===== config.mk =====
export PLATFORM = sky130hd
export DESIGN_NAME = unordered_max_priority_queue
export DESIGN_NICKNAME = d
export VERILOG_FILES = /design/src/rtl/umpq_pkg.sv /design/src/rtl/umpq_cell.sv /design/src/rtl/unordered_max_priority_queue.sv
export VERILOG_INCLUDE_DIRS = /design/src /design/src/rtl
export SDC_FILE = /design/constraint.sdc
export NUM_CORES = 2
export LEC_CHECK = 0
export ABC_AREA = 1
export BUFFER_PORTS_ARGS = -buffer_cell sky130_fd_sc_hd__clkbuf_2
export CAP_MARGIN = 10
export CELL_PAD_IN_SITES_DETAIL_PLACEMENT = 0
export CELL_PAD_IN_SITES_GLOBAL_PLACEMENT = 2
export CORE_MARGIN = 3
export CORE_UTILIZATION = 30
export CTS_CLUSTER_DIAMETER = 120
export DETAILED_ROUTE_END_ITERATION = 8
export PLACE_DENSITY_LB_ADDON = 0.25
export SLEW_MARGIN = 25
export SYNTH_ARGS = -nofsm -noshare
export SYNTH_HDL_FRONTEND = slang
export SYNTH_SLANG_ARGS = --single-unit

===== constraint.sdc =====
create_clock -name clk_i -period 8.27 [get_ports clk_i]
set_input_delay 0.4135 -clock clk_i [delete_from_list [all_inputs] [get_ports clk_i]]
set_output_delay 0.4135 -clock clk_i [all_outputs]
set_load 0.03 [all_outputs]

===== src/rtl/unordered_max_priority_queue_assert.svh =====
// Assertion macros for the unordered max priority queue.
`ifndef UNORDERED_MAX_PRIORITY_QUEUE_ASSERT_SVH
`define UNORDERED_MAX_PRIORITY_QUEUE_ASSERT_SVH

`ifndef ASSERT_OFF
`define UMPQ_ASSERT(lbl, prop) \
  lbl: assert property (@(posedge clk_i) disable iff (!rst_ni) prop) \
    else $error("umpq assertion failed");
`define UMPQ_ASSERT_NR(lbl, prop) \
  lbl: assert property (@(posedge clk_i) prop) \
    else $error("umpq assertion failed");
`else
`define UMPQ_ASSERT(lbl, prop)
`define UMPQ_ASSERT_NR(lbl, prop)
`endif

`endif


===== src/rtl/umpq_pkg.sv =====
// Package: payload types, codes and defaults for the max priority queue.
package umpq_pkg;

  localparam int unsigned CAPACITY_DEF  = 16;
  localparam int unsigned KEY_WIDTH_DEF = 32;

  localparam int unsigned KEY_IO_W = 32;
  localparam int unsigned COUNT_W  = 5;

  localparam logic [1:0] MODE_INSERT = 2'd0;
  localparam logic [1:0] MODE_REMOVE = 2'd1;
  localparam logic [1:0] MODE_PEEK   = 2'd2;

  localparam logic [1:0] STATUS_DONE  = 2'd0;
  localparam logic [1:0] STATUS_EMPTY = 2'd1;
  localparam logic [1:0] STATUS_FULL  = 2'd2;

  typedef struct packed {
    logic [1:0]          mode;
    logic [KEY_IO_W-1:0] key;
  } in_t;

  typedef struct packed {
    logic [KEY_IO_W-1:0] max_key;
    logic [1:0]          status;
    logic [COUNT_W-1:0]  count;
    logic                is_empty;
  } out_t;

endpackage


===== src/rtl/umpq_cell.sv =====
// One storage cell: holds a key and forwards the running-maximum scan token.
module umpq_cell import umpq_pkg::*; #(
  parameter int unsigned CAPACITY  = CAPACITY_DEF,
  parameter int unsigned KEY_WIDTH = KEY_WIDTH_DEF,
  parameter int unsigned IDX       = 0,
  localparam int unsigned IW = (CAPACITY > 1) ? $clog2(CAPACITY) : 1,
  localparam int unsigned CW = $clog2(CAPACITY + 1)
) (
  input  logic                 clk_i,
  input  logic                 rst_ni,
  input  logic [CW-1:0]        count_i,
  input  logic                 wr_en_i,
  input  logic [IW-1:0]        wr_idx_i,
  input  logic [KEY_WIDTH-1:0] wr_key_i,
  input  logic                 tok_valid_i,
  input  logic [KEY_WIDTH-1:0] tok_best_key_i,
  input  logic [IW-1:0]        tok_best_idx_i,
  input  logic [KEY_WIDTH-1:0] tok_last_key_i,
  output logic                 tok_valid_o,
  output logic [KEY_WIDTH-1:0] tok_best_key_o,
  output logic [IW-1:0]        tok_best_idx_o,
  output logic [KEY_WIDTH-1:0] tok_last_key_o
);

  logic [KEY_WIDTH-1:0] key_q;
  logic                 tok_valid_q;
  logic [KEY_WIDTH-1:0] best_key_q, best_key_d;
  logic [IW-1:0]        best_idx_q, best_idx_d;
  logic [KEY_WIDTH-1:0] last_key_q, last_key_d;
  logic                 take;

  // strict compare: earlier maximum wins on ties
  assign take = (CW'(IDX) < count_i) && (tok_best_key_i < key_q);

  always_comb begin
    best_key_d = take ? key_q : tok_best_key_i;
    best_idx_d = take ? IW'(IDX) : tok_best_idx_i;
    last_key_d = (count_i == CW'(IDX + 1)) ? key_q : tok_last_key_i;
  end

  always_ff @(posedge clk_i) begin
    if (wr_en_i && (wr_idx_i == IW'(IDX))) begin
      key_q <= wr_key_i;
    end
  end

  always_ff @(posedge clk_i or negedge rst_ni) begin
    if (!rst_ni) begin
      tok_valid_q <= 1'b0;
    end else begin
      tok_valid_q <= tok_valid_i;
    end
  end

  always_ff @(posedge clk_i) begin
    if (tok_valid_i) begin
      best_key_q <= best_key_d;
      best_idx_q <= best_idx_d;
      last_key_q <= last_key_d;
    end
  end

  assign tok_valid_o    = tok_valid_q;
  assign tok_best_key_o = best_key_q;
  assign tok_best_idx_o = best_idx_q;
  assign tok_last_key_o = last_key_q;

endmodule


===== src/rtl/unordered_max_priority_queue.sv =====
// Top level: bounded max priority queue over a chain of key cells.
//
// Usage: requests arrive on in_* (valid/ready), one result per request
// leaves on out_* (valid/ready). A transaction is taken on a rising edge
// with valid and ready both high.
// Insert, no-op and requests on an empty or full queue write their result
// to res_q on acceptance; from S_DONE it moves to the output register.
// Remove and peek launch a scan token through the CAPACITY cells, one cell
// a cycle; when it leaves the last cell the result goes to res_q, and from
// S_DONE it moves to the output register.
// A request is taken only in S_IDLE, so each one must reach the output
// register before the next request is taken.
// The output register lets a new request be taken while a result waits;
// a request that completes while the receiver stalls holds in its final
// state, and no further request is taken until the result moves on.
// Reset empties the queue (count zero) and clears all handshake state;
// stored keys are not cleared.
module unordered_max_priority_queue import umpq_pkg::*; #(
  parameter int unsigned CAPACITY  = CAPACITY_DEF,
  parameter int unsigned KEY_WIDTH = KEY_WIDTH_DEF
) (
  input  logic clk_i,
  input  logic rst_ni,
  input  logic in_valid_i,
  output logic in_ready_o,
  input  in_t  in_i,
  output logic out_valid_o,
  input  logic out_ready_i,
  output out_t out_o
);

  localparam int unsigned IW = (CAPACITY > 1) ? $clog2(CAPACITY) : 1;
  localparam int unsigned CW = $clog2(CAPACITY + 1);

  typedef enum logic [1:0] {
    S_IDLE,
    S_SCAN,
    S_DONE
  } state_e;

  state_e             state_q;
  logic [CW-1:0]      count_q;
  logic               remove_q;
  out_t               res_q;
  out_t               out_q;
  logic               out_valid_q;

  logic                 accept;
  logic                 full;
  logic                 start;
  logic                 scan_done;
  logic [KEY_WIDTH-1:0] key_in;
  logic                 wr_en;
  logic [IW-1:0]        wr_idx;
  logic [KEY_WIDTH-1:0] wr_key;

  logic                 tok_v    [0:CAPACITY];
  logic [KEY_WIDTH-1:0] tok_best [0:CAPACITY];
  logic [IW-1:0]        tok_idx  [0:CAPACITY];
  logic [KEY_WIDTH-1:0] tok_last [0:CAPACITY];
  logic [CAPACITY-1:0]  cell_v;

  assign in_ready_o = (state_q == S_IDLE);
  assign accept     = in_valid_i && in_ready_o;
  assign full       = (count_q == CW'(CAPACITY));
  assign key_in     = KEY_WIDTH'(in_i.key);
  assign start      = accept && (in_i.mode == MODE_REMOVE || in_i.mode == MODE_PEEK)
                      && (count_q != '0);
  assign scan_done  = (state_q == S_SCAN) && tok_v[CAPACITY];

  assign tok_v[0]    = start;
  assign tok_best[0] = '0;
  assign tok_idx[0]  = '0;
  assign tok_last[0] = '0;

  always_comb begin
    wr_en  = (accept && (in_i.mode == MODE_INSERT) && !full) || (scan_done && remove_q);
    wr_idx = (state_q == S_IDLE) ? IW'(count_q) : tok_idx[CAPACITY];
    wr_key = (state_q == S_IDLE) ? key_in : tok_last[CAPACITY];
  end

  for (genvar i = 0; i < CAPACITY; i++) begin : g_cell
    umpq_cell #(
      .CAPACITY  (CAPACITY),
      .KEY_WIDTH (KEY_WIDTH),
      .IDX       (i)
    ) u_cell (
      .clk_i          (clk_i),
      .rst_ni         (rst_ni),
      .count_i        (count_q),
      .wr_en_i        (wr_en),
      .wr_idx_i       (wr_idx),
      .wr_key_i       (wr_key),
      .tok_valid_i    (tok_v[i]),
      .tok_best_key_i (tok_best[i]),
      .tok_best_idx_i (tok_idx[i]),
      .tok_last_key_i (tok_last[i]),
      .tok_valid_o    (tok_v[i+1]),
      .tok_best_key_o (tok_best[i+1]),
      .tok_best_idx_o (tok_idx[i+1]),
      .tok_last_key_o (tok_last[i+1])
    );
    assign cell_v[i] = tok_v[i+1];
  end

  always_ff @(posedge clk_i or negedge rst_ni) begin
    if (!rst_ni) begin
      state_q     <= S_IDLE;
      count_q     <= '0;
      remove_q    <= 1'b0;
      res_q       <= '0;
      out_q       <= '0;
      out_valid_q <= 1'b0;
    end else begin
      if (out_valid_q && out_ready_i) begin
        out_valid_q <= 1'b0;
      end
      unique case (state_q)
        S_IDLE: begin
          if (accept) begin
            res_q.max_key <= '0;
            res_q.status  <= STATUS_DONE;
            res_q.count   <= COUNT_W'(count_q);
            res_q.is_empty <= (count_q == '0);
            state_q       <= S_DONE;
            unique case (in_i.mode) inside
              MODE_INSERT: begin
                if (full) begin
                  res_q.status <= STATUS_FULL;
                end else begin
                  count_q        <= count_q + CW'(1);
                  res_q.count    <= COUNT_W'(count_q + CW'(1));
                  res_q.is_empty <= 1'b0;
                end
              end
              MODE_REMOVE, MODE_PEEK: begin
                if (count_q == '0) begin
                  res_q.status <= STATUS_EMPTY;
                end else begin
                  remove_q <= (in_i.mode == MODE_REMOVE);
                  state_q  <= S_SCAN;
                end
              end
              default: begin
              end
            endcase
          end
        end
        S_SCAN: begin
          if (scan_done) begin
            res_q.max_key <= KEY_IO_W'(tok_best[CAPACITY]);
            res_q.status  <= STATUS_DONE;
            if (remove_q) begin
              count_q        <= count_q - CW'(1);
              res_q.count    <= COUNT_W'(count_q - CW'(1));
              res_q.is_empty <= (count_q == CW'(1));
            end else begin
              res_q.count    <= COUNT_W'(count_q);
              res_q.is_empty <= 1'b0;
            end
            state_q <= S_DONE;
          end
        end
        S_DONE: begin
          if (!out_valid_q || out_ready_i) begin
            out_q       <= res_q;
            out_valid_q <= 1'b1;
            state_q     <= S_IDLE;
          end
        end
        default: begin
          state_q <= S_IDLE;
        end
      endcase
    end
  end

  assign out_valid_o = out_valid_q;
  assign out_o       = out_q;

`include "unordered_max_priority_queue_assert.svh"

  `UMPQ_ASSERT(a_count_bound, count_q <= CW'(CAPACITY))
  `UMPQ_ASSERT(a_one_token, $onehot0(cell_v))
  `UMPQ_ASSERT(a_count_step, (count_q != $past(count_q)) |-> ((count_q == $past(count_q) + CW'(1)) || (count_q == $past(count_q) - CW'(1))))

endmodule


# Yosys cells after proc, flatten, opt, wreduce, memory -nomap -nowiden

Index checks and enable logic that the tools add are counted.

Add/subtract/negate cells: 2
$lt $le $gt $ge: 32
Equality and inequality tests: 41
Mux-type cells: 56
Bitwise logic cells: 1
Reduce and logical (&&, ||, !) cells: 57

Operators with widths:

| operator                                                                     | number |
|---|---|
| 32-bit two-way mux                                                           | 31 |
| 32-bit less-than comparator                                                  | 15 |
| 40-bit two-way mux                                                           | 2 |
| 40-bit one-hot mux with 2 select lines                                       | 1 |
| 5-bit by 4-bit equality test with 1-bit output, second input constant        | 8 |
| 1-bit logical AND                                                            | 40 |
| 4-bit by 5-bit less-than comparator with 1-bit output, first input constant  | 8 |
| 4-bit equality test, second input constant                                   | 8 |
| 1-bit by 32-bit less-than comparator with 1-bit output, first input constant | 1 |
| 5-bit two-way mux                                                            | 5 |
| 5-bit by 3-bit equality test with 1-bit output, second input constant        | 4 |
| 3-bit by 5-bit less-than comparator with 1-bit output, first input constant  | 4 |
| 6-bit two-way mux                                                            | 3 |
| 4-bit by 3-bit equality test with 1-bit output, second input constant        | 4 |
| 2-bit two-way mux                                                            | 6 |
| 5-bit by 2-bit equality test with 1-bit output, second input constant        | 2 |
| 1-bit by 5-bit less-than comparator with 1-bit output, first input constant  | 2 |
| 2-bit by 5-bit less-than comparator with 1-bit output, first input constant  | 2 |
| 5-bit one-hot mux with 2 select lines                                        | 1 |
| 4-bit by 2-bit equality test with 1-bit output, second input constant        | 2 |
| 2-bit != test, second input constant                                         | 4 |
| 2-bit one-hot mux with 3 select lines                                        | 1 |
| 3-bit AND reduction                                                          | 2 |
| 6-bit AND reduction                                                          | 1 |
| other kinds (22)                                                             | 32 |

Register bits: 1690
Input bits: 38
Output and inout bits: 42
Logic and storage cells: 280

# Logic depth before layout (Yosys ltp)

Word-level depth: 6
Gate-level depth with buffers: 15
Gate-level depth less buffers: 14

# Hierarchy

A second synthesis with hierarchy kept.

Cell total of the unflattened synthesis: 7253
Area total of the unflattened synthesis: 79837.8 µm²

By module, submodules not included:

| module                            | instances | cells each | area each (µm²) | seq. area each (µm²) |
|---|---|---|---|---|
| umpq_cell (g_cell[2].u_cell ...)  | 2         | 419        | 4705.8          | 3027.9 |
| umpq_cell (g_cell[13].u_cell ...) | 2         | 420        | 4702.0          | 3027.9 |
| umpq_cell (g_cell[0].u_cell)      | 1         | 421        | 4833.4          | 3027.9 |
| umpq_cell (g_cell[14].u_cell)     | 1         | 421        | 4814.6          | 3027.9 |
| umpq_cell (g_cell[12].u_cell)     | 1         | 420        | 4728.3          | 3027.9 |
| umpq_cell (g_cell[8].u_cell)      | 1         | 422        | 4717.0          | 3027.9 |
| umpq_cell (g_cell[15].u_cell)     | 1         | 418        | 4707.0          | 3027.9 |
| umpq_cell (g_cell[10].u_cell)     | 1         | 421        | 4704.5          | 3027.9 |
| umpq_cell (g_cell[1].u_cell)      | 1         | 420        | 4704.5          | 3027.9 |
| umpq_cell (g_cell[3].u_cell)      | 1         | 417        | 4703.3          | 3027.9 |
| umpq_cell (g_cell[5].u_cell)      | 1         | 418        | 4703.3          | 3027.9 |
| umpq_cell (g_cell[4].u_cell)      | 1         | 418        | 4697.0          | 3027.9 |
| umpq_cell (g_cell[11].u_cell)     | 1         | 419        | 4687.0          | 3027.9 |
| umpq_cell (g_cell[7].u_cell)      | 1         | 417        | 4683.2          | 3027.9 |
| unordered_max_priority_queue      | 1         | 543        | 4339.2          | 2227.1 |

# Worst setup path after synthesis

No wires, ideal clock.

Path type: register to register
Start: reg count_q[0]
End: reg g_cell[11].u_cell.key_q[0], enable pin
Library setup time: 0.421 ns
Data arrival time: 2.942 ns
Required time: 7.849 ns
Setup slack: 4.907 ns
Cell stages (with the launch flop): 12
Path buffers: 2
Clock period less this slack: 3.363 ns
Cells stage by stage: dfrtp_1 buf_2 inv_2 ha_1 nand2_1 nor2_1 nor2_1 inv_1 o22ai_2 buf_2 nand2_1 nor2_1

Cells in the longest elaborated chain, start to end: 5
Elaborated cells between the ends (all ways): 7
Classes of those cells: 2 x eq/ne; 1 x mux; 4 x reduce/logical

RTL lines:

| item                   | RTL line                            | RTL |
|---|---|---|
| from (decl)            | unordered_max_priority_queue.sv:42  | `logic [CW-1:0] count_q;` |
| from (signal assigned) | unordered_max_priority_queue.sv:131 | `count_q <= count_q + CW'(1);` |
| from (signal assigned) | unordered_max_priority_queue.sv:154 | `count_q <= count_q - CW'(1);` |
| 5-bit equality test    | unordered_max_priority_queue.sv:65  | `assign full = (count_q == CW'(CAPACITY));` |
| 1-bit logical NOT      | unordered_max_priority_queue.sv:77  | `wr_en = (accept && (in_i.mode == MODE_INSERT) && !full) \|\| (scan_done && remove_q);` |
| 1-bit logical AND      | unordered_max_priority_queue.sv:77  |  |
| 1-bit logical OR       | unordered_max_priority_queue.sv:77  |  |
| 1-bit logical AND *    | umpq_cell.sv:42                     | `if (wr_en_i && (wr_idx_i == IW'(IDX))) begin` |
| to (signal assigned)   | umpq_cell.sv:43                     | `key_q <= wr_key_i;` |
| to (decl)              | umpq_cell.sv:25                     | `logic [KEY_WIDTH-1:0] key_q;` |

Mark *: on every way between the ends. The rest lies on a longest branch, timed or not.
A chain may end at the register's enable or synchronous reset.

# Worst setup path after layout

Start: reg g_cell[6].u_cell.key_q[31]
End: reg g_cell[6].u_cell.best_idx_q[2] (data pin)

Cells in the longest elaborated chain, start to end: 2

RTL lines:

| item                        | RTL line        | RTL |
|---|---|---|
| from (decl)                 | umpq_cell.sv:25 |  |
| from (signal assigned)      | umpq_cell.sv:43 |  |
| 32-bit less-than comparator | umpq_cell.sv:33 | `assign take = (CW'(IDX) < count_i) && (tok_best_key_i < key_q);` |
| 1-bit logical AND           | umpq_cell.sv:33 |  |
| to (signal assigned)        | umpq_cell.sv:58 | `best_idx_q <= best_idx_d;` |
| to (decl)                   | umpq_cell.sv:28 | `logic [IW-1:0] best_idx_q, best_idx_d;` |

Every way passes these cells.

==> out/results.ini <==
[run_status]
status = finished clean

[cts]
root_buffer = clkbuf_16
clk_pin_slew_ps = 60
cts_resized = 0
cts_sinks = 1690
cts_setup_buffers = 0
cts_buffers = 190
htree_levels = 4
hold_buffers = 6
clock_path_buffers = 3
insertion_delay_ps = 830
cts_tree = built

[floorplanning]
die_x_um = 511.7
die-area_um2 = 261800
core-area_um2 = 254200
die_h_um = 511.7
io_pins = 80
initial_core_util_pct = 30.18
rows = 185

[timing]
grt_setup_unrepaired = no
slew_violations = 0
slew_headroom_pct = 30.76
finalHoldViolCount = 0
period_share_pct = 41.87
holdWs_ps = 116.4
setup_viol = 0
min_period_ps = 3463
skew_ps = 41.61
fin_tns_setup_ps = 0
worst_pin_slew_ps = 1039
fmaxAchievable_ghz = 0.2888

[drt]
routed_via_density = 4.662
routed_wl_um = 223600
wl_per_cell_um = 20.99
vias = 49670
first_iter_violations = 3449
ant_nets = 0
drc = 0
first_pass_iters = 8

[logic_synthesis]
netlist_area_um2 = 76710
synthArstFlopShare_pct = 6.213
synth_top_cell_by_area = edfxtp_1
ys_seq_area_share_pct = 65.47
synth_edf_count = 1585
synthFlopType = edfxtp_1
yosys-top-cells-area = edfxtp_1, nand2_1, ha_1, nand3_1, o21ai_0
yosys.area.top_type_share_pct = 62.05
synth.distinct_cells = 45
syn_nets = 7493
syn_area_per_cell_um2 = 10.99
syn_inst = 6982
ys_ff_latch = 1690
yosys_warnings = 0

[placement]
gp_congestion = 0.7757
place_inst = 10290
port-buffer-count = 79
hpwl_um = 154600
place_area_um2 = 81350

[grt]
gr-total-overflow = 0
grt_pass1_vias = 51680
grt_first_pass_wirelength_um = 335400
track_usage_pct = 16.96
antenna_found_initial = 9
grt_max_degree = 76

[worst_setup_path]
critPathMaxStageDelay_ps = 510
worst-path-buf-inv = 3
cp-start-kind = register
cp_max_fo = 24
cp_slowest_cell = a21oi_1
crit_top_cell = nand2_1
crit_chain = inv_1, ha_1, nand2_1, nor2_1, nand4_1, a21oi_1, nor2_2, buf_4, nand2_1, buf_4, nand2_1
crit_type = reg -> reg
required_ps = 8830
path_delay_family = simple AND/OR/NAND/NOR gates
end_kind = register
cp.arrival_ps = 4020

[final_layout]
final_area_um2 = 87740
drive_gt1_share_pct = 8.088
instances_no_fill = 10650
fillers = 25450
fin_util_pct = 34.52
area_growth_pct = 14.37
fin_nets = 7630

[flow_run]
maxCapViolCount = 0

[power_and_ir_drop]
cellPowerDensity_nw_per_um2 = 203.4
power.leakage_uw = 0.03541
ir_worst_vdd_v = 0.0001941

[min_path]
hp-class = in -> async

cells in the final DEF, fill, tap and decap left out, types with 3 or more instances in the layout:
cell | netlist | layout
edfxtp_1 | 1585 | 1585
clkinv_8 | 0 | 4
ha_1 | 473 | 473
or2_2 | 3 | 3
o21a_1 | 15 | 15
inv_2 | 9 | 9
inv_1 | 717 | 716
buf_16 | 0 | 3
clkbuf_16 | 0 | 196
clkbuf_8 | 0 | 4
nand2_1 | 1985 | 1970
nand3_2 | 0 | 3
o22ai_1 | 4 | 4
dfrtp_1 | 105 | 90
clkinv_2 | 0 | 39
nand4_1 | 28 | 28
clkbuf_1 | 179 | 36
buf_4 | 9 | 118
clkbuf_2 | 0 | 78
xor2_1 | 4 | 4
mux2_2 | 19 | 19
and3_1 | 4 | 4
inv_6 | 0 | 5
nor2_1 | 261 | 240
dlygate4sd3_1 | 0 | 6
nor4_1 | 12 | 12
dfrtp_2 | 0 | 15
clkinvlp_4 | 0 | 11
a21oi_1 | 286 | 286
a21boi_0 | 11 | 11
nand2_2 | 5 | 18
bufinv_16 | 0 | 21
o21ai_0 | 554 | 554
nor3_1 | 42 | 42
nor2_4 | 1 | 6
clkinv_1 | 2 | 37
a31oi_1 | 4 | 4
nor2_2 | 8 | 24
diode_2 | 0 | 5
nand3_1 | 563 | 560
path summary, 6_finish.rpt:
path / startpoint / endpoint / depth (start not counted) / slack, ps
hold / removal: rst_ni / res_q[13]$_DFFE_PN0P_ / 2 / 120
setup reg to reg: g_cell[6].u_cell.key_q[31]$_DFFE_PP_ / g_cell[6].u_cell.tok_best_idx_o[2]$_SDFFCE_PP1P_ / 11 / 4810
min in group clk_i: in_i[28] / g_cell[15].u_cell.key_q[28]$_DFFE_PP_ / 4 / 230
setup / recovery: g_cell[6].u_cell.key_q[31]$_DFFE_PP_ / g_cell[6].u_cell.tok_best_idx_o[2]$_SDFFCE_PP1P_ / 11 / 4810
max in group asynchronous: rst_ni / g_cell[5].u_cell.tok_valid_o$_DFF_PN0_ / 3 / 6780
hold reg to reg: g_cell[8].u_cell.tok_valid_o$_DFF_PN0_ / g_cell[9].u_cell.tok_valid_o$_DFF_PN0_ / 0 / 380
cell type report:
cell class	count	area [um^2]	area share, %
inverter	728	2735	3.117
tap	3366	4212	4.800
sequential	1690	50240	57.27
antenna	5	12.51	0.01426
timing repair buffer	207	1445	1.647
clock buffer	236	5095	5.807
multi-input combinational	4302	22780	25.97
clock inverter	119	1214	1.383
state kept, by name, indices dropped and copies added, names as in the netlist, 2 cells and up:
register and flops:
count_q 5, g_cell.u_cell.key_q 512, g_cell.u_cell.tok_best_idx_o 49, g_cell.u_cell.tok_best_key_o 512, g_cell.u_cell.tok_last_key_o 512, g_cell.u_cell.tok_valid_o 16, out_o 40, res_q 40
state_q 2
through the flow:
step / setup slack [ps] / power [uW]
global placement: 4706 / 9419
finish: 4807 / 17840
global route: 4431 / 18440
detailed placement: 4742 / 9419
CTS: 4729 / 18110
floorplan: 4907 / 9395
synth_stat cells (3+ instances only):
cell type  number
o21a_1         15
mux2_2         19
clkbuf_1      179
nand2_1      1985
inv_1         717
o21ai_1         3
nor3_1         42
a21boi_0       11
nor2_1        261
inv_2           9
o21ai_0       554
a31oi_1         4
a21oi_1       286
or2_2           3
buf_1           3
buf_2          68
dfrtp_1       105
nand2_2         5
nand4_1        28
buf_6           3
and3_1          4
ha_1          473
edfxtp_1     1585
buf_4           9
nor4_1         12
nand3_1       563
o22ai_1         4
nor2_2          8
xor2_1          4
kinds of logic (layout without fill, tap and decap cells):
group / Yosys count / in the layout / share of synthesized area [%]
buffers and inverters: 990 / 1290 / 5.029
flip-flops: 1690 / 1690 / 65.47
AO/OA/AOI/OAI: 887 / 887 / 5.942
other: 0 / 5 / 0
XOR/XNOR: 6 / 6 / 0.06850
adder cells (fa/ha/maj): 473 / 473 / 7.715
AND/OR/NAND/NOR: 2917 / 2917 / 15.50
multiplexers: 19 / 19 / 0.2789
routing by layer:
layer	track usage [%]	wire length, um
met4	5.268	6438
met1	21.16	94780
met5	0	0
met3	2.607	8800
met2	30.03	113600
power by group:
group          internal [uW]      switching [uW]
Combinational           9.55                17.2
Sequential              9210  0.0000000000000127
Clock                   5030                3570
Total                  14300                3590
Note: power is estimated with default switching activity, not from simulation.
